==> src/assert_macros.svh <==
// Assertion helpers used by the RTL.
`ifndef ASSERT_MACROS_SVH
`define ASSERT_MACROS_SVH

// Check a property on every clock edge outside reset.
`define ASSERT_ALWAYS(lbl, clk, rst_n, prop) \
    lbl: assert property (@(posedge clk) disable iff (!rst_n) (prop)) \
        else $error("assertion failed");

// Check that a condition is followed by a property in the following cycle.
`define ASSERT_NEXT(lbl, clk, rst_n, cond, prop) \
    lbl: assert property (@(posedge clk) disable iff (!rst_n) (cond) |=> (prop)) \
        else $error("assertion failed");

`endif

==> src/rfpc_pkg.sv <==
`default_nettype none
package rfpc_pkg;

    localparam int unsigned CH_W      = 16;
    localparam int unsigned DIV_STEPS = 16;
    // entry stage, divider steps, result stage
    localparam int unsigned LAT       = DIV_STEPS + 2;

    localparam logic [CH_W-1:0] FULL15 = 16'd32768;
    localparam logic [CH_W-1:0] HALF15 = 16'd16384;
    localparam logic [CH_W-1:0] MAX8   = 16'd255;

    typedef enum logic [1:0] {
        MODE_WIDEN    = 2'd0,
        MODE_NARROW   = 2'd1,
        MODE_UNPREMUL = 2'd2,
        MODE_RSVD     = 2'd3
    } t_mode;

    // State of one lane as it travels down the divider steps.
    typedef struct packed {
        logic [CH_W-1:0] rem;
        logic [CH_W-1:0] divisor;
        logic [CH_W-1:0] num_lo;
        logic [CH_W-1:0] quot;
        logic [CH_W-1:0] simple;
        logic            sat;
        logic            use_div;
    } t_div_bus;

    // (v * 255 + 16384) >> 15 for v up to full scale
    function automatic logic [CH_W-1:0] narrow_ch(input logic [CH_W-1:0] v);
        logic [24:0] p;
        p = ({9'd0, v} << 8) - {9'd0, v} + {9'd0, HALF15};
        return {8'd0, p[22:15]};
    endfunction

    // (v * 32768 + 127) / 255 = 128v + (128v + 127) / 255
    function automatic logic [CH_W-1:0] widen_ch(input logic [7:0] v);
        logic [14:0] y;
        logic [15:0] s;
        y = {v, 7'h7f};
        s = {1'b0, y} + {9'd0, y[14:8]} + 16'd1;
        return {1'b0, v, 7'd0} + {8'd0, s[15:8]};
    endfunction

endpackage
`default_nettype wire

==> src/rfpc_div_step.sv <==
`default_nettype none
module rfpc_div_step (
    input  wire                  i_clk,
    input  wire                  i_en,
    input  wire rfpc_pkg::t_div_bus i_d,
    output rfpc_pkg::t_div_bus   o_q
);
    import rfpc_pkg::*;

    logic [CH_W:0]   w_trial;
    logic [CH_W:0]   w_diff;
    logic            w_ge;
    t_div_bus        n_q;
    t_div_bus        r_q;

    // one restoring step: bring down the next dividend bit, subtract if it fits
    always_comb begin
        w_trial = {i_d.rem, i_d.num_lo[CH_W-1]};
        w_diff  = w_trial - {1'b0, i_d.divisor};
        w_ge    = (w_trial >= {1'b0, i_d.divisor});
        n_q         = i_d;
        n_q.rem     = w_ge ? w_diff[CH_W-1:0] : w_trial[CH_W-1:0];
        n_q.num_lo  = {i_d.num_lo[CH_W-2:0], 1'b0};
        n_q.quot    = {i_d.quot[CH_W-2:0], w_ge};
    end

    always_ff @(posedge i_clk) begin
        if (i_en) begin
            r_q <= n_q;
        end
    end

    assign o_q = r_q;

endmodule
`default_nettype wire

==> src/rfpc_lane.sv <==
`default_nettype none
module rfpc_lane (
    input  wire                          i_clk,
    input  wire                          i_en,
    input  wire rfpc_pkg::t_mode         i_mode,
    input  wire [rfpc_pkg::CH_W-1:0]     i_chan,
    input  wire [rfpc_pkg::CH_W-1:0]     i_alpha,
    output logic [rfpc_pkg::CH_W-1:0]    o_res,
    output logic                         o_sat
);
    import rfpc_pkg::*;

    logic [CH_W-1:0] w_c15;
    logic [CH_W-1:0] w_a15;
    logic            w_c_over;
    logic [30:0]     w_num;
    t_div_bus        n_entry;
    t_div_bus        r_entry;
    t_div_bus        w_stage [0:DIV_STEPS];
    logic [CH_W-1:0] r_res;
    logic            r_sat;

    always_comb begin
        w_c_over = (i_chan > FULL15);
        w_c15    = w_c_over ? FULL15 : i_chan;
        w_a15    = (i_alpha > FULL15) ? FULL15 : i_alpha;
        // dividend for rounded (c << 15) / a
        w_num    = {w_c15, 15'd0} + {16'd0, w_a15[CH_W-1:1]};
        n_entry          = '0;
        n_entry.rem      = {1'b0, w_num[30:16]};
        n_entry.num_lo   = w_num[15:0];
        n_entry.divisor  = w_a15;
        case (i_mode)
            MODE_WIDEN: begin
                n_entry.sat    = (i_chan > MAX8);
                n_entry.simple = widen_ch((i_chan > MAX8) ? 8'hff : i_chan[7:0]);
            end
            MODE_NARROW: begin
                n_entry.sat    = w_c_over;
                n_entry.simple = narrow_ch(w_c15);
            end
            MODE_UNPREMUL: begin
                if (w_a15 == '0) begin
                    n_entry.sat = w_c_over;
                end else if (w_c15 > w_a15) begin
                    n_entry.sat    = 1'b1;
                    n_entry.simple = MAX8;
                end else begin
                    n_entry.sat     = w_c_over;
                    n_entry.use_div = 1'b1;
                end
            end
            default: begin
                n_entry.sat = 1'b0;
            end
        endcase
    end

    always_ff @(posedge i_clk) begin
        if (i_en) begin
            r_entry <= n_entry;
        end
    end

    assign w_stage[0] = r_entry;

    for (genvar g = 0; g < DIV_STEPS; g++) begin : g_step
        rfpc_div_step u_step (
            .i_clk (i_clk),
            .i_en  (i_en),
            .i_d   (w_stage[g]),
            .o_q   (w_stage[g+1])
        );
    end

    // narrow the quotient, or pass the early result
    always_ff @(posedge i_clk) begin
        if (i_en) begin
            r_res <= w_stage[DIV_STEPS].use_div ? narrow_ch(w_stage[DIV_STEPS].quot)
                                                : w_stage[DIV_STEPS].simple;
            r_sat <= w_stage[DIV_STEPS].sat;
        end
    end

    assign o_res = r_res;
    assign o_sat = r_sat;

endmodule
`default_nettype wire

==> config.mk <==
export PLATFORM = sky130hd
export DESIGN_NAME = rfpc_lane
export DESIGN_NICKNAME = d
export VERILOG_FILES = /design/src/assert_macros.svh /design/src/rfpc_pkg.sv /design/src/rfpc_div_step.sv /design/src/rfpc_lane.sv
export SDC_FILE = /design/constraint.sdc
export NUM_CORES = 1
export LEC_CHECK = 0
export BUFFER_PORTS_ARGS = -buffer_cell sky130_fd_sc_hd__buf_2
export CORE_UTILIZATION = 61
export DETAILED_ROUTE_END_ITERATION = 16
export GPL_TIMING_DRIVEN = 1
export PLACE_DENSITY = 0.77
export SYNTH_ARGS = -nofsm -noshare
export SYNTH_HDL_FRONTEND = slang
export SYNTH_HIERARCHICAL = 1
export SYNTH_SLANG_ARGS = --single-unit
==> constraint.sdc <==
create_clock -name i_clk -period 5 [get_ports i_clk]
set_input_delay 0.75 -clock i_clk [delete_from_list [all_inputs] [get_ports i_clk]]
set_output_delay 0.75 -clock i_clk [all_outputs]
set_load 0.02 [all_outputs]
==> metrics.cfg <==
[outcome]
status=complete, no violations

[finish]
final_cell_mix=1091 x edfxtp_1, 394 x inv_1, 316 x ha_1, 202 x a21oi_1, 193 x o21ai_0
drive_gt1_share_pct=13.7
diodes=0
fillCellCount=5934
nets=4362
final_cells=5244
mostFrequentLayoutCell=edfxtp_1
area_growth_syn_to_layout_pct=9.41
fin_area_sq_um=58600

[routing]
ant_nets=0
routed_wirelength_microns=97800
wire_per_inst_microns=18.6
drt_iter0_markers=1615
first_pass_iters=5
drcViolationCount=0
vias=30490
via_per_inst=5.81

[floorplanning]
io_pins=53
core_sq_um=86900
fp.dieArea_sq_um=88900
rows=108
start_util_pct=61.6
die_y_microns=298
die_w_microns=298

[timing]
fin_tns_setup_ps=0
finalHoldViolCount=0
max_slew_margin_pct=34.2
worst_pin_slew_ps=979
min_period_ps=3470
rsz0062_at_grt=false
max_clock_freq_mhz=288
slew_viol_final=0
skew_ps=43.7
setup_viol=0
holdWs_ps=329
period_share_pct=69.5

[setup_path]
cp-start-kind=register
cp_num_buf_inv=2
crit_slowest_cell=o31ai_1
path_delay_family=compound AO/OA/AOI/OAI gates
cp-end-kind=register
arrival_ps=3900
crit_chain=inv_1 -> ha_1 -> nor2b_1 -> o31a_1 -> o31ai_1 -> a211oi_2 -> a2111oi_4 -> buf_4 -> mux2_2
worstPathMaxFanout=17
max_stage_delay_ps=720
criticalPathCategory=reg2reg
crit_required_ps=5430

[yosys]
syn-num-nets=4257
synth_cells=3890
syn_area_sq_um=53500
yosysWarnings=6
avgSynthCellArea_sq_um=13.8

[cts]
root_buffer=clkbuf_16
hold_buffers=0
clk_path_buf_depth=3
htreeDepth=3
cts_inserted_buffers=108
clkLatencyLatePin_ps=690
numClockSinks=1091
path_clk_slew_ps=70
cts_tree=done
ctsResizeCount=0
cts_setup_buffers=0

[power_and_ir_drop]
p_total_mw=33.1
cellPowerDensity_nw_per_um2=566
ir_worst_vdd_v=0.000360
leakage_nw=22.8

[placed_design]
gp_congestion=0.875
dpl.hpwl_microns=69600
place_inst=5040
place_area_sq_um=55000
portBuffers=52

[global_route]
grt_pass1_wl_microns=156000
grt_max_degree=115
antenna_found_initial=0
grt_overflow_total=0
track_usage_pct=22.0
grt_pass1_vias=31353

[run]
maxCapViolations=0

[min_path]
hp-class=in2reg

==> flip-flops by register name, indices dropped and copies added, names as in the netlist <==
name / cells
o_sat: 1
o_res: 16
g_step.u_step/o_q: 1024
r_entry: 50
==> worst paths after layout <==
path              cells after the start                          startpoint  slack (ps)                                  to
setup / recovery                      9  g_step[3].u_step/o_q[51]$_DFFE_PP_        1530  g_step[4].u_step/o_q[81]$_DFFE_PP_
hold / removal                        1                         i_alpha[15]         330               r_entry[48]$_DFFE_PP_
setup reg to reg                      9  g_step[3].u_step/o_q[51]$_DFFE_PP_        1530  g_step[4].u_step/o_q[81]$_DFFE_PP_
hold reg to reg                       0  g_step[6].u_step/o_q[17]$_DFFE_PP_         400  g_step[7].u_step/o_q[17]$_DFFE_PP_
==> metrics by stage <==
stage	util, %	worst slack [ps]
after detailed placement	63.3	1350
after floorplan	-	1810
after global placement	63.3	1290
after CTS	67.4	1530
after global routing	67.4	1370
final	67.4	1530
==> where the power goes <==
part | internal, mW | switching, mW
logic | 5.75 | 6.46
registers | 12.2 | 0.712
clock network | 4.58 | 3.43
==> per-layer routing <==
| layer | up-vias | global-route usage, % | share of wire (%) |
|---|---|---|---|
| li1 | 14947 | - | - |
| met4 | 0 | 11.1 | 5.1 |
| met3 | 252 | 2.81 | 2.5 |
| met5 | - | 0 | 0 |
| met1 | 14752 | 21.2 | 36 |
| met2 | 539 | 44.7 | 57 |
==> layout make-up <==
| cell class | count | area, sq um | share of cell area, % |
|---|---|---|---|
| multi-input combinational | 2320 | 18700 | 32.0 |
| inverter | 394 | 1480 | 2.53 |
| clock buffer | 127 | 2820 | 4.81 |
| timing repair buffer | 80 | 593 | 1.01 |
| sequential | 1091 | 32800 | 55.9 |
| tap | 1155 | 1450 | 2.47 |
| clock inverter | 77 | 742 | 1.27 |
(Power assumes the default switching activity.)
